File: config.mk
export PLATFORM = sky130hd
export DESIGN_NAME = open_address_hash_table_top
export DESIGN_NICKNAME = d
export VERILOG_FILES = /design/src/rtl/ohash_pkg.sv /design/src/rtl/open_address_hash_table_top.sv /design/src/rtl/ohash_ctrl.sv /design/src/rtl/ohash_dp.sv
export VERILOG_INCLUDE_DIRS = /design/src /design/src/rtl
export SDC_FILE = /design/constraint.sdc
export NUM_CORES = 1
export LEC_CHECK = 0
export ABC_AREA = 1
export BUFFER_PORTS_ARGS = -buffer_cell sky130_fd_sc_hd__buf_4
export CAP_MARGIN = 40
export CELL_PAD_IN_SITES_DETAIL_PLACEMENT = 0
export CELL_PAD_IN_SITES_GLOBAL_PLACEMENT = 1
export CORE_MARGIN = 4
export CORE_UTILIZATION = 30
export DETAILED_ROUTE_END_ITERATION = 12
export GPL_TIMING_DRIVEN = 0
export HOLD_SLACK_MARGIN = 0.08
export PLACE_DENSITY = 0.51
export SYNTH_ARGS = -nofsm -noshare
export SYNTH_HDL_FRONTEND = slang
export SYNTH_SLANG_ARGS = --single-unit
File: constraint.sdc
create_clock -name clk_i -period 6.6 [get_ports clk_i]
set_input_delay 0 -clock clk_i [delete_from_list [all_inputs] [get_ports clk_i]]
set_output_delay 0 -clock clk_i [all_outputs]
set_load 0.005 [all_outputs]
File: src/rtl/assert_macros.svh
// assertion helpers, each expects clk_i and rst_ni in the enclosing module
`ifndef ASSERT_MACROS_SVH
`define ASSERT_MACROS_SVH

// consequent must hold in the same cycle as the antecedent
`define ASSERT_SAME(lbl, ante, cons, msg) \
  lbl: assert property (@(posedge clk_i) disable iff (!rst_ni) (ante) |-> (cons)) \
    else $error(msg);

// consequent must hold in the cycle after the antecedent
`define ASSERT_NEXT(lbl, ante, cons, msg) \
  lbl: assert property (@(posedge clk_i) disable iff (!rst_ni) (ante) |=> (cons)) \
    else $error(msg);

`endif

File: src/rtl/ohash_pkg.sv
package ohash_pkg;

  localparam int unsigned KEY_W   = 31;
  localparam int unsigned VAL_W   = 32;
  localparam int unsigned STAT_W  = 3;
  localparam int unsigned SIZE_W  = 5;
  localparam int unsigned MODE_W  = 2;
  localparam int unsigned CFG_IDX_W = 1;
  localparam int unsigned CFG_W   = 5;

  // configuration register indexes
  localparam logic [CFG_IDX_W-1:0] CFG_TABLE_SIZE = 1'b0;
  localparam logic [CFG_IDX_W-1:0] CFG_PROBE_MODE = 1'b1;

  // probe modes, the unused code behaves as linear
  localparam logic [MODE_W-1:0] PROBE_LINEAR = 2'd0;
  localparam logic [MODE_W-1:0] PROBE_QUAD   = 2'd1;
  localparam logic [MODE_W-1:0] PROBE_DOUBLE = 2'd2;

  localparam logic [SIZE_W-1:0] SIZE_RESET = 5'd13;

  // result status codes
  localparam logic [STAT_W-1:0] ST_INSERTED  = 3'd0;
  localparam logic [STAT_W-1:0] ST_FOUND     = 3'd1;
  localparam logic [STAT_W-1:0] ST_NOT_FOUND = 3'd2;
  localparam logic [STAT_W-1:0] ST_FULL      = 3'd3;
  localparam logic [STAT_W-1:0] ST_INVALID   = 3'd4;

  // item actions
  localparam logic ACT_INSERT = 1'b0;
  localparam logic ACT_SEARCH = 1'b1;

  typedef struct packed {
    logic             action;
    logic [KEY_W-1:0] key;
    logic [VAL_W-1:0] value;
  } item_t;

  typedef struct packed {
    logic [STAT_W-1:0] status;
    logic [VAL_W-1:0]  found_value;
  } result_t;

  typedef enum logic [2:0] {
    OH_CLEAR,
    OH_IDLE,
    OH_DIV,
    OH_HOME,
    OH_READ,
    OH_CHECK
  } state_e;

  // commands from controller to datapath
  typedef struct packed {
    logic accept;
    logic clear;
    logic div_step;
    logic home;
    logic check;
    logic finish;
  } cmd_t;

  // status from datapath to controller
  typedef struct packed {
    logic clear_last;
    logic key_zero;
    logic div_last;
    logic probe_done;
  } stat_t;

endpackage

File: src/rtl/open_address_hash_table_top.sv
// open-addressing hash table, one result strobe on done_o per accepted item
// sequence: key 0 is finished in the remainder state entered after the start transfer
//   and answered through the result register; otherwise the bit-serial remainder pass,
//   a home step, a read and a check per probed slot, then the result register
// throughput: one item at a time; busy falls as the result strobe rises
// reset: asynchronous, then a clearing pass over all TABLE_DEPTH slots; receiver cannot stall
module open_address_hash_table_top #(
  parameter int unsigned TABLE_DEPTH = 16
) (
  input  logic                            clk_i,
  input  logic                            rst_ni,
  input  logic                            start,
  output logic                            busy,
  input  ohash_pkg::item_t                item_i,
  input  logic                            cfg_we_i,
  input  logic [ohash_pkg::CFG_IDX_W-1:0] cfg_idx_i,
  input  logic [ohash_pkg::CFG_W-1:0]     cfg_data_i,
  output logic                            done_o,
  output ohash_pkg::result_t              result_o
);

  ohash_pkg::cmd_t  cmd;
  ohash_pkg::stat_t stat;

  // sequencing
  ohash_ctrl u_ctrl (
    .clk_i   (clk_i),
    .rst_ni  (rst_ni),
    .start_i (start),
    .stat_i  (stat),
    .cmd_o   (cmd),
    .busy_o  (busy)
  );

  // remainders, probing, slot store and result register
  ohash_dp #(
    .TABLE_DEPTH (TABLE_DEPTH)
  ) u_dp (
    .clk_i      (clk_i),
    .rst_ni     (rst_ni),
    .cmd_i      (cmd),
    .stat_o     (stat),
    .item_i     (item_i),
    .cfg_we_i   (cfg_we_i),
    .cfg_idx_i  (cfg_idx_i),
    .cfg_data_i (cfg_data_i),
    .done_o     (done_o),
    .result_o   (result_o)
  );

endmodule

File: src/rtl/ohash_ctrl.sv
`include "assert_macros.svh"

module ohash_ctrl (
  input  logic             clk_i,
  input  logic             rst_ni,
  input  logic             start_i,
  input  ohash_pkg::stat_t stat_i,
  output ohash_pkg::cmd_t  cmd_o,
  output logic             busy_o
);

  ohash_pkg::state_e state_q, state_d;

  // state register
  always_ff @(posedge clk_i or negedge rst_ni) begin
    if (!rst_ni) begin
      state_q <= ohash_pkg::OH_CLEAR;
    end else begin
      state_q <= state_d;
    end
  end

  // next state
  always_comb begin
    state_d = state_q;
    unique case (state_q)
      ohash_pkg::OH_CLEAR: begin
        if (stat_i.clear_last) state_d = ohash_pkg::OH_IDLE;
      end
      ohash_pkg::OH_IDLE: begin
        if (start_i) state_d = ohash_pkg::OH_DIV;
      end
      ohash_pkg::OH_DIV: begin
        priority if (stat_i.key_zero) state_d = ohash_pkg::OH_IDLE;
        else if (stat_i.div_last) state_d = ohash_pkg::OH_HOME;
      end
      ohash_pkg::OH_HOME: state_d = ohash_pkg::OH_READ;
      ohash_pkg::OH_READ: state_d = ohash_pkg::OH_CHECK;
      ohash_pkg::OH_CHECK: begin
        state_d = stat_i.probe_done ? ohash_pkg::OH_IDLE : ohash_pkg::OH_READ;
      end
      default: state_d = ohash_pkg::OH_IDLE;
    endcase
  end

  // command outputs
  always_comb begin
    cmd_o  = '0;
    busy_o = 1'b1;
    unique case (state_q)
      ohash_pkg::OH_CLEAR: cmd_o.clear = 1'b1;
      ohash_pkg::OH_IDLE: begin
        busy_o       = 1'b0;
        cmd_o.accept = start_i;
      end
      ohash_pkg::OH_DIV: begin
        cmd_o.div_step = !stat_i.key_zero;
        cmd_o.finish   = stat_i.key_zero;
      end
      ohash_pkg::OH_HOME: cmd_o.home = 1'b1;
      ohash_pkg::OH_READ: cmd_o = '0;
      ohash_pkg::OH_CHECK: begin
        cmd_o.check  = 1'b1;
        cmd_o.finish = stat_i.probe_done;
      end
      default: cmd_o = '0;
    endcase
  end

  // an accepted item always starts with the remainder pass
  `ASSERT_NEXT(a_accept_div, cmd_o.accept, state_q == ohash_pkg::OH_DIV, "accept without divide")
  // a transfer is taken only while idle
  `ASSERT_SAME(a_accept_idle, cmd_o.accept, !busy_o && start_i, "accept while busy")
  // every finished item hands control back to idle
  `ASSERT_NEXT(a_finish_idle, cmd_o.finish, state_q == ohash_pkg::OH_IDLE, "no return to idle")

endmodule

File: src/rtl/ohash_dp.sv
`include "assert_macros.svh"

module ohash_dp #(
  parameter int unsigned TABLE_DEPTH = 16
) (
  input  logic                                clk_i,
  input  logic                                rst_ni,
  input  ohash_pkg::cmd_t                     cmd_i,
  output ohash_pkg::stat_t                    stat_o,
  input  ohash_pkg::item_t                    item_i,
  input  logic                                cfg_we_i,
  input  logic [ohash_pkg::CFG_IDX_W-1:0]     cfg_idx_i,
  input  logic [ohash_pkg::CFG_W-1:0]         cfg_data_i,
  output logic                                done_o,
  output ohash_pkg::result_t                  result_o
);

  localparam int unsigned AW = (TABLE_DEPTH > 1) ? $clog2(TABLE_DEPTH) : 1;
  localparam int unsigned SW = ohash_pkg::SIZE_W;
  localparam int unsigned KW = ohash_pkg::KEY_W;
  localparam int unsigned VW = ohash_pkg::VAL_W;
  // largest usable size: bounded by the depth and the size register range
  localparam logic [SW-1:0] SMAX = SW'((TABLE_DEPTH < 31) ? TABLE_DEPTH : 31);
  localparam logic [SW-1:0] DIV_LAST = SW'(KW - 1);

  // a + b mod m, both operands below m
  function automatic logic [SW-1:0] mod_add(input logic [SW-1:0] a,
                                            input logic [SW-1:0] b,
                                            input logic [SW-1:0] m);
    logic [SW:0] t;
    t = {1'b0, a} + {1'b0, b};
    if (t >= {1'b0, m}) t = t - {1'b0, m};
    return t[SW-1:0];
  endfunction

  // configuration registers
  logic [SW-1:0]                    table_size_q;
  logic [ohash_pkg::MODE_W-1:0]     probe_mode_q;

  always_ff @(posedge clk_i or negedge rst_ni) begin
    if (!rst_ni) begin
      table_size_q <= ohash_pkg::SIZE_RESET;
      probe_mode_q <= ohash_pkg::PROBE_LINEAR;
    end else if (cfg_we_i) begin
      unique case (cfg_idx_i)
        ohash_pkg::CFG_TABLE_SIZE: table_size_q <= cfg_data_i;
        ohash_pkg::CFG_PROBE_MODE: probe_mode_q <= cfg_data_i[ohash_pkg::MODE_W-1:0];
        default: table_size_q <= table_size_q;
      endcase
    end
  end

  // effective size saturated into the usable range
  logic [SW-1:0] s_eff;
  always_comb begin
    priority if (table_size_q < SW'(2)) s_eff = SW'(2);
    else if (table_size_q > SMAX) s_eff = SMAX;
    else s_eff = table_size_q;
  end

  logic mode_quad, mode_dbl;
  assign mode_quad = (probe_mode_q == ohash_pkg::PROBE_QUAD);
  assign mode_dbl  = (probe_mode_q == ohash_pkg::PROBE_DOUBLE);

  // item registers
  logic          action_q;
  logic [KW-1:0] key_q, key_sh_q;
  logic [VW-1:0] value_q;

  // bit-serial remainders of key by s and by s-1
  logic [SW-1:0] rem_a_q, rem_b_q, div_cnt_q;
  logic [SW-1:0] div_b;
  logic [SW:0]   r_a, r_b;

  assign div_b = s_eff - SW'(1);
  assign r_a   = {rem_a_q, key_sh_q[KW-1]};
  assign r_b   = {rem_b_q, key_sh_q[KW-1]};

  always_ff @(posedge clk_i) begin
    if (cmd_i.accept) begin
      action_q <= item_i.action;
      key_q    <= item_i.key;
      value_q  <= item_i.value;
      key_sh_q <= item_i.key;
      rem_a_q  <= '0;
      rem_b_q  <= '0;
    end else if (cmd_i.div_step) begin
      key_sh_q <= {key_sh_q[KW-2:0], 1'b0};
      rem_a_q  <= (r_a >= {1'b0, s_eff}) ? SW'(r_a - {1'b0, s_eff}) : r_a[SW-1:0];
      rem_b_q  <= (r_b >= {1'b0, div_b}) ? SW'(r_b - {1'b0, div_b}) : r_b[SW-1:0];
    end
  end

  // divide step counter
  always_ff @(posedge clk_i or negedge rst_ni) begin
    if (!rst_ni) begin
      div_cnt_q <= '0;
    end else if (cmd_i.accept) begin
      div_cnt_q <= '0;
    end else if (cmd_i.div_step) begin
      div_cnt_q <= div_cnt_q + SW'(1);
    end
  end

  // probe state
  logic [SW-1:0] idx_q, start_q, step_q, n_q, sq_q, odd_q;
  logic [SW-1:0] add, nidx;

  always_comb begin
    priority if (mode_quad) add = sq_q;
    else if (mode_dbl) add = step_q;
    else add = SW'(1);
  end
  assign nidx = mod_add(idx_q, add, s_eff);

  // slot memory
  logic [KW-1:0] key_mem [TABLE_DEPTH];
  logic [VW-1:0] val_mem [TABLE_DEPTH];
  logic [KW-1:0] rd_key_q;
  logic [VW-1:0] rd_val_q;
  logic [AW-1:0] clr_cnt_q, waddr;
  logic          mem_we, slot_empty, slot_hit;

  assign slot_empty = (rd_key_q == '0);
  assign slot_hit   = (rd_key_q == key_q);
  assign mem_we     = cmd_i.clear || (cmd_i.check && (action_q == ohash_pkg::ACT_INSERT)
                                      && slot_empty);
  assign waddr      = cmd_i.clear ? clr_cnt_q : AW'(idx_q);

  always_ff @(posedge clk_i) begin
    if (mem_we) begin
      key_mem[waddr] <= cmd_i.clear ? '0 : key_q;
      val_mem[waddr] <= cmd_i.clear ? '0 : value_q;
    end
    rd_key_q <= key_mem[AW'(idx_q)];
    rd_val_q <= val_mem[AW'(idx_q)];
  end

  // clearing pass counter
  always_ff @(posedge clk_i or negedge rst_ni) begin
    if (!rst_ni) begin
      clr_cnt_q <= '0;
    end else if (cmd_i.clear) begin
      clr_cnt_q <= clr_cnt_q + AW'(1);
    end
  end

  // probe termination and outcome
  logic                         last_probe, back_home, probe_done;
  logic [ohash_pkg::STAT_W-1:0] probe_status;

  assign last_probe = (n_q == s_eff);
  assign back_home  = !mode_quad && (nidx == start_q);

  always_comb begin
    if (action_q == ohash_pkg::ACT_INSERT) begin
      probe_done   = slot_empty || last_probe;
      probe_status = slot_empty ? ohash_pkg::ST_INSERTED : ohash_pkg::ST_FULL;
    end else begin
      probe_done   = slot_empty || slot_hit || last_probe || back_home;
      probe_status = (slot_hit && !slot_empty) ? ohash_pkg::ST_FOUND
                                               : ohash_pkg::ST_NOT_FOUND;
    end
  end

  // probe sequence registers
  always_ff @(posedge clk_i or negedge rst_ni) begin
    if (!rst_ni) begin
      idx_q <= '0;
    end else if (cmd_i.home) begin
      idx_q <= rem_a_q;
    end else if (cmd_i.check && !probe_done) begin
      idx_q <= nidx;
    end
  end

  always_ff @(posedge clk_i) begin
    if (cmd_i.home) begin
      start_q <= rem_a_q;
      step_q  <= rem_b_q + SW'(1);
      n_q     <= SW'(1);
      sq_q    <= SW'(1);
      odd_q   <= (s_eff > SW'(3)) ? SW'(3) : SW'(3) - s_eff;
    end else if (cmd_i.check && !probe_done) begin
      n_q   <= n_q + SW'(1);
      sq_q  <= mod_add(sq_q, odd_q, s_eff);
      odd_q <= mod_add(odd_q, SW'(2), s_eff);
    end
  end

  // result register and strobe
  logic                         done_q;
  logic [ohash_pkg::STAT_W-1:0] status_q;
  logic [VW-1:0]                found_value_q;

  always_ff @(posedge clk_i or negedge rst_ni) begin
    if (!rst_ni) begin
      done_q <= 1'b0;
    end else begin
      done_q <= cmd_i.finish;
    end
  end

  always_ff @(posedge clk_i) begin
    if (cmd_i.finish) begin
      status_q      <= stat_o.key_zero ? ohash_pkg::ST_INVALID : probe_status;
      found_value_q <= (!stat_o.key_zero && (action_q == ohash_pkg::ACT_SEARCH)
                        && slot_hit && !slot_empty) ? rd_val_q : '0;
    end
  end

  assign done_o               = done_q;
  assign result_o.status      = status_q;
  assign result_o.found_value = found_value_q;

  assign stat_o.clear_last = (clr_cnt_q == AW'(TABLE_DEPTH - 1));
  assign stat_o.key_zero   = (key_q == '0);
  assign stat_o.div_last   = (div_cnt_q == DIV_LAST);
  assign stat_o.probe_done = probe_done;

  // probe index stays inside the active table
  `ASSERT_SAME(a_idx_range, cmd_i.check, idx_q < s_eff, "probe index out of range")
  // only an insert or the clearing pass writes the store
  `ASSERT_SAME(a_we_insert, mem_we && !cmd_i.clear, action_q == ohash_pkg::ACT_INSERT, "write on search")
  // value is zero unless the key was found
  `ASSERT_SAME(a_fv_zero, done_q && (status_q != ohash_pkg::ST_FOUND), found_value_q == '0, "stray value")

endmodule
==> impl_metrics.tcl, run 1 <==
set metrics [dict create \
    setup_viol 0 \
    cap_viol_max_count 0 \
    grt_max_degree 38 \
    area_growth_pct 23.3 \
    drt_iter0_drc 2686 \
    vdd_ir_drop_max_v 0.000231 \
    die_h_um 421 \
    grt_overflow 0 \
    cp.arrival_ns 5.20 \
    ys.warnings.count 0 \
    ant_nets 0 \
    worstSetupPathType "flip-flop to flip-flop" \
    cts_made_buffers 145 \
    syn_nets 3962 \
    die-area_um2 177000 \
    cts_setup_buffers 0 \
    dpl.hpwl_mm 115 \
    drv_slew 0 \
    rows 151 \
    drc 0 \
    skew_ns 0.0267 \
    clk_latency_ns 0.78 \
    syn_area_per_cell_um2 13.3 \
    firstDrtPassIters 5 \
    gp_congestion 0.768 \
    port-buffer-count 110 \
    netlist_area_um2 51200 \
    nNetsFinal 4521 \
    grtUsageTotal 0.185 \
    finalCritPeriodShare 0.718 \
    synth_top_cell_by_area "edfxtp_1" \
    drive_gt1_frac 0.123 \
    powerDensity_nw_per_um2 488 \
    synth_area_leaders "edfxtp_1 (68%), mux2i_1 (5.0%), o211ai_1 (3.7%)" \
    cp-start-kind "flip-flop" \
    post-route-min-period_ns 4.74 \
    cts_tree "built" \
    p_leak_nw 22.9 \
    fp.coreArea_um2 170000 \
    path_clk_slew_ns 0.05 \
    synth-edff-count 1153 \
    finalHoldViolCount 0 \
    clock_path_buffers 3 \
    io_pins 111 \
    yosysTopAreaCellShare 0.676 \
    yosys_register_bits 1261 \
    grt_pass1_vias 32000 \
    dpl_cell_area_um2 57200 \
    antenna_found_initial 5 \
    routed_wl_mm 167 \
    required_ns 7.07 \
    cp-end-kind "flip-flop" \
    crit_fanout 24 \
    worst_pin_slew_ns 0.981 \
    finalSetupTns_ns 0 \
    start_util 0.302 \
    grt_first_pass_wirelength_mm 236 \
    slew_headroom 0.346 \
    status "finished clean" \
    cts_sinks 1261 \
    synth-main-ff-cell "edfxtp_1" \
    fin_area_um2 63200 \
    async_reset_ff_frac 0.0198 \
    viasPerCell 4.81 \
    rsz0062_at_grt "no" \
    seq_area_frac_synth 0.721 \
    htreeDepth 4 \
    worstHoldPathType "primary input to asynchronous set/reset pin" \
    cts_resized 0 \
    nFillCells 16300 \
    cts-root-buf "clkbuf_16" \
    wire_per_inst_um 24.7 \
    synth_cell_type_count 51 \
    syn-instance-count 3838 \
    fmax_mhz 211 \
    hold_buffers 153 \
    die_w_um 421 \
    vias 32400 \
]
## worst max-delay path: stages (launching register included)
cell,delay [ns]
dfrtp_1,0.46
nor2_1,0.32
inv_1,0.11
o22ai_1,0.14
inv_1,0.08
ha_1,0.23
fa_1,0.45
xor2_1,0.29
ha_1,0.34
nand2_1,0.09
nor2_1,0.04
nor2_2,0.17
nor2_4,0.07
nor2_8,0.16
nand2_4,0.11
nand2_2,0.08
nand2_1,0.06
nand2_1,0.06
nand2_1,0.08
nor2_4,0.10
nand3_4,0.16
nand2_1,0.12
nand2_1,0.12
o21ai_4,0.13
buf_12,0.19
buf_12,0.20
## report_power, final
group          switching, mW  internal (mW)
logic                   8.13           3.50
registers              0.491           11.1
clock network           3.21           4.45
total                   11.8           19.0
## metrics by stage
stage                     cells   util  power, mW  hold WS (ns)  setup slack (ns)
after global routing       6734  0.372       32.6         0.284              1.39
after detailed placement   6314  0.337       23.4       -0.0274              1.78
after floorplan            3838      -       18.0        -0.296              1.74
after CTS                  6733  0.372       31.2         0.203              1.75
after global placement     6166  0.323       22.8       -0.0251             -3.49
final                      6737  0.372       30.8         0.275              1.86
## layer usage
metal / share of wire / global-route usage / wire length [µm] / vias to the layer above
met2: 0.49 / 0.310 / 81100 / 801
li1: - / - / - / 15100
met1: 0.44 / 0.247 / 73300 / 16300
met5: 0 / 0 / 0 / -
met4: 0.023 / 0.0495 / 3810 / 0
met3: 0.051 / 0.0321 / 8440 / 207
## synthesized netlist by cell type (7+ instances only)
library cell,n
xor2_1,23
xnor2_1,29
dfrtp_1,22
dfxtp_1,83
o211ai_1,254
inv_1,433
nand3_1,146
nand2_1,303
edfxtp_1,1153
clkbuf_1,143
nor3_1,9
mux2i_1,254
o21ai_0,339
nor4_1,12
fa_1,7
buf_2,36
ha_1,43
buf_1,20
nor2_2,7
nor2_1,168
nand4_1,15
a21oi_1,277
or2_2,9
## layout by cell type (no fill, tap or decap), types with 7 or more instances in the layout
master,n
clkbuf_16,149
nor2_2,7
dfrtp_1,22
clkbuf_8,18
a21oi_1,277
clkinv_1,14
nor3_1,9
buf_8,19
buf_4,165
o21ai_0,338
nor2_1,152
inv_1,432
xor2_1,23
buf_1,20
nor2_4,19
buf_12,44
inv_6,7
nand2_1,303
nor4_1,12
or2_2,9
clkbuf_1,201
edfxtp_1,1153
o211ai_1,254
dlygate4sd3_1,152
buf_2,36
xnor2_1,29
nand3_1,146
ha_1,43
buf_16,17
nand4_1,15
clkinv_2,10
mux2i_1,254
dfxtp_1,83
fa_1,7
buf_6,17
## state kept, by name, indices dropped and copies added (netlist names), 31 cells and up
| signal | count |
|---|---|
| u_dp.rd_val_q | 32 |
| u_dp.val_mem | 512 |
| u_dp.rd_key_q | 31 |
| u_dp.found_value_q | 32 |
| u_dp.key_sh_q | 31 |
| u_dp.key_q | 31 |
| u_dp.key_mem | 496 |
| u_dp.value_q | 32 |
## final cells by class
class | count | area, µm² | share of cell area
inverter | 440 | 1650 | 0.0261
sequential | 1261 | 36900 | 0.584
antenna | 3 | 7.51 | 0.000119
timing repair buffer | 412 | 4560 | 0.0722
multi-input combinational | 1936 | 12000 | 0.190
tap | 2218 | 2780 | 0.0439
clock buffer | 232 | 4220 | 0.0668
buffer | 201 | 826 | 0.0131
clock inverter | 34 | 239 | 0.00378
## cell families after synthesis
| kind of cell | after synthesis | synth area share |
|---|---|---|
| AO/OA/AOI/OAI | 892 | 0.101 |
| XOR/XNOR | 52 | 0.00889 |
| adder cells (fa/ha/maj) | 50 | 0.0132 |
| buffers and inverters | 641 | 0.0481 |
| flip-flops | 1261 | 0.721 |
| multiplexers | 256 | 0.0501 |
| AND/OR/NAND/NOR | 686 | 0.0584 |
## path summary, 6_finish.rpt
kind / cells past startpoint / slack, ns / endpoint / from
min in group clk_i: 6 / 0.28 / u_ctrl.state_q[0] / start
setup / recovery: 25 / 1.86 / u_dp.found_value_q[28] / u_dp.probe_mode_q[1]
setup reg to reg: 25 / 1.86 / u_dp.found_value_q[28] / u_dp.probe_mode_q[1]
hold / removal: 4 / 0.27 / u_dp.table_size_q[1] / rst_ni
max in group asynchronous: 4 / 6.09 / u_dp.table_size_q[2] / rst_ni
hold reg to reg: 0 / 0.46 / u_dp.start_q[4] / u_dp.rem_a_q[4]
(Power assumes the default switching activity.)
==> run 2, diff against run 1 <==
--- a/config.mk
+++ b/config.mk
@@ -16,7 +16,7 @@
 export DETAILED_ROUTE_END_ITERATION = 12
 export GPL_TIMING_DRIVEN = 0
 export HOLD_SLACK_MARGIN = 0.08
-export PLACE_DENSITY = 0.51
+export PLACE_DENSITY = 0.53
 export SYNTH_ARGS = -nofsm -noshare
 export SYNTH_HDL_FRONTEND = slang
 export SYNTH_SLANG_ARGS = --single-unit
==> constraint.sdc (replaced) <==
create_clock -name clk_i -period 4.2 [get_ports clk_i]
set_input_delay 0 -clock clk_i [delete_from_list [all_inputs] [get_ports clk_i]]
set_output_delay 0 -clock clk_i [all_outputs]
set_load 0.005 [all_outputs]
==> impl_metrics.tcl, run 2 (synthesis results as in run 1) <==
set metrics [dict create \
    status "finished clean" \
    cp_top_family "buffers and inverters" \
    ant_nets 0 \
    nFillCells 16200 \
    cts_sinks 1261 \
    rows 151 \
    grt_overflow 0 \
    grt_pass1_vias 32000 \
    start_util 0.302 \
    drv_slew 0 \
    finalHoldViolCount 0 \
    max_stage_delay_ns 0.56 \
    port-buffer-count 110 \
    vias 32600 \
    whs_ns 0.253 \
    area_growth_pct 24.7 \
    cap_viol_max_count 0 \
    drive_gt1_frac 0.140 \
    crit_fanout 18 \
    die_w_um 421 \
    clk_latency_ns 0.78 \
    viasPerCell 4.81 \
    rr_startpoint "u_dp.idx_q[0]" \
    htreeDepth 4 \
    skew_ns 0.0293 \
    finalSetupTns_ns 0 \
    fin_area_um2 63900 \
    multi_input_comb_area_um2 12200 \
    rsz0062_at_grt "no" \
    fp.coreArea_um2 170000 \
    cp.depth 10 \
    clock_path_buffers 3 \
    cts-root-buf "clkbuf_16" \
    finalCritPeriodShare 0.961 \
    antenna_found_initial 8 \
    grtUsageTotal 0.183 \
    worstSetupPathType "flip-flop to flip-flop" \
    hp-start "start" \
    worstSetupStartpoint "u_dp.idx_q[0]" \
    cp.arrival_ns 4.50 \
    die_h_um 421 \
    cts_made_buffers 140 \
    grt_max_degree 38 \
    dpl_cell_area_um2 57000 \
    drc 0 \
    fmax_mhz 248 \
    worst_slack_ns 0.162 \
    gp_congestion 0.765 \
    die-area_um2 177000 \
    whs_path_depth 6 \
    largest_registers "u_dp.val_mem (512), u_dp.key_mem (496)" \
    grt_first_pass_wirelength_mm 236 \
    powerDensity_nw_per_um2 769 \
    largest_reg_flops 512 \
    cp-start-kind "flip-flop" \
    dpl.hpwl_mm 114 \
    top_register "u_dp.val_mem" \
    place_ws_ns -0.638 \
    final_common_cell "edfxtp_1" \
    critical_path_buf_inv_count 6 \
    p_leak_nw 23.3 \
    fin_util 0.376 \
    drt_iter0_drc 2916 \
    nNetsFinal 4558 \
    worst_pin_slew_ns 0.921 \
    cp-end-kind "flip-flop" \
    crit_slowest_cell "nor2_4" \
    slew_headroom 0.384 \
    routed_wl_mm 166 \
    regArea_um2 36900 \
    required_ns 4.66 \
    vdd_ir_drop_max_v 0.000473 \
    reg2reg_depth 10 \
    wire_per_inst_um 24.5 \
    post-route-min-period_ns 4.04 \
    firstDrtPassIters 6 \
    layout_common_cells "edfxtp_1 (1153), inv_1 (427), o21ai_0 (336), nand2_1 (296), a21oi_1 (277)" \
    io_pins 111 \
    worstHoldPathType "primary input to flip-flop" \
    path_clk_slew_ns 0.06 \
    path_cells "buf_4 > buf_2 > clkbuf_4 > buf_4 > o21ai_0 > nor2_1 > nand2_1 > nor2_4 > buf_12 > buf_12" \
    setup_viol 0 \
    cts_tree "built" \
]
run 2: changes by cell type in the layout (fill, tap and decap cells not counted), moves of 5 or more:
| cell | before | now |
|---|---|---|
| inv_2 | 6 | 11 |
| clkbuf_1 | 201 | 176 |
| clkinv_1 | 14 | 23 |
| bufinv_16 | 2 | 8 |
| nand3_1 | 146 | 140 |
| nand2_2 | 4 | 10 |
| ha_1 | 43 | 38 |
| inv_6 | 7 | 1 |
| nand2_1 | 303 | 296 |
| ha_4 | 0 | 5 |
| buf_4 | 165 | 203 |
| nand3_2 | 2 | 8 |
| inv_1 | 432 | 427 |
run 2: final timing paths:
kind                                   endpoint  slack (ns)
min in group asynchronous  u_dp.table_size_q[1]        0.28
setup / recovery            u_dp.val_mem[7][24]        0.16
max in group asynchronous  u_dp.table_size_q[0]        3.69
setup reg to reg            u_dp.val_mem[7][24]        0.16
hold reg to reg                 u_dp.start_q[4]        0.46
hold / removal                u_ctrl.state_q[0]        0.25
run 2: per-layer routing:
| layer | track usage | wire length (µm) | vias to the layer above |
|---|---|---|---|
| met5 | 0 | 0 | - |
| met4 | 0.0458 | 3380 | 0 |
| met3 | 0.0234 | 7070 | 179 |
| met2 | 0.314 | 81700 | 742 |
| met1 | 0.247 | 73800 | 16500 |
| li1 | - | - | 15200 |
run 2: worst register-to-register path, cell delays in order (launching register included):
cell	delay, ns
dfrtp_1	0.46
buf_4	0.42
buf_2	0.36
clkbuf_4	0.37
buf_4	0.36
o21ai_0	0.24
nor2_1	0.14
nand2_1	0.25
nor2_4	0.56
buf_12	0.28
buf_12	0.25
run 2: layout make-up:
| class | instances | share of cell area |
|---|---|---|
| Clock buffer | 204 | 0.0640 |
| Buffer | 201 | 0.0130 |
| Tap cell | 2218 | 0.0435 |
| Clock inverter | 51 | 0.00768 |
| Sequential cell | 1261 | 0.578 |
| Inverter | 440 | 0.0259 |
| Timing Repair Buffer | 453 | 0.0769 |
| Antenna cell | 4 | 0.000157 |
| Multi-Input combinational cell | 1937 | 0.191 |
run 2: power breakdown:
part	switching, mW	internal (mW)
Clock	5.00	7.23
Combinational	12.9	5.80
Sequential	0.784	17.4
run 2: metrics by stage:
stage               instances  power, mW
floorplan                3838       28.3
global route             6765       51.8
global placement         6166       35.6
CTS                      6743       49.3
finish                   6769       49.1
detailed placement       6304       36.6
run 2: repair_timing:
action,CTS,global route
endpoints found under the hold margin,130,0
cloned,2,1
buffers inserted,28,20
gates resized for setup,22,29
hold buffers,154,0
endpoints found under the setup margin,285,98
pin swaps,17,21
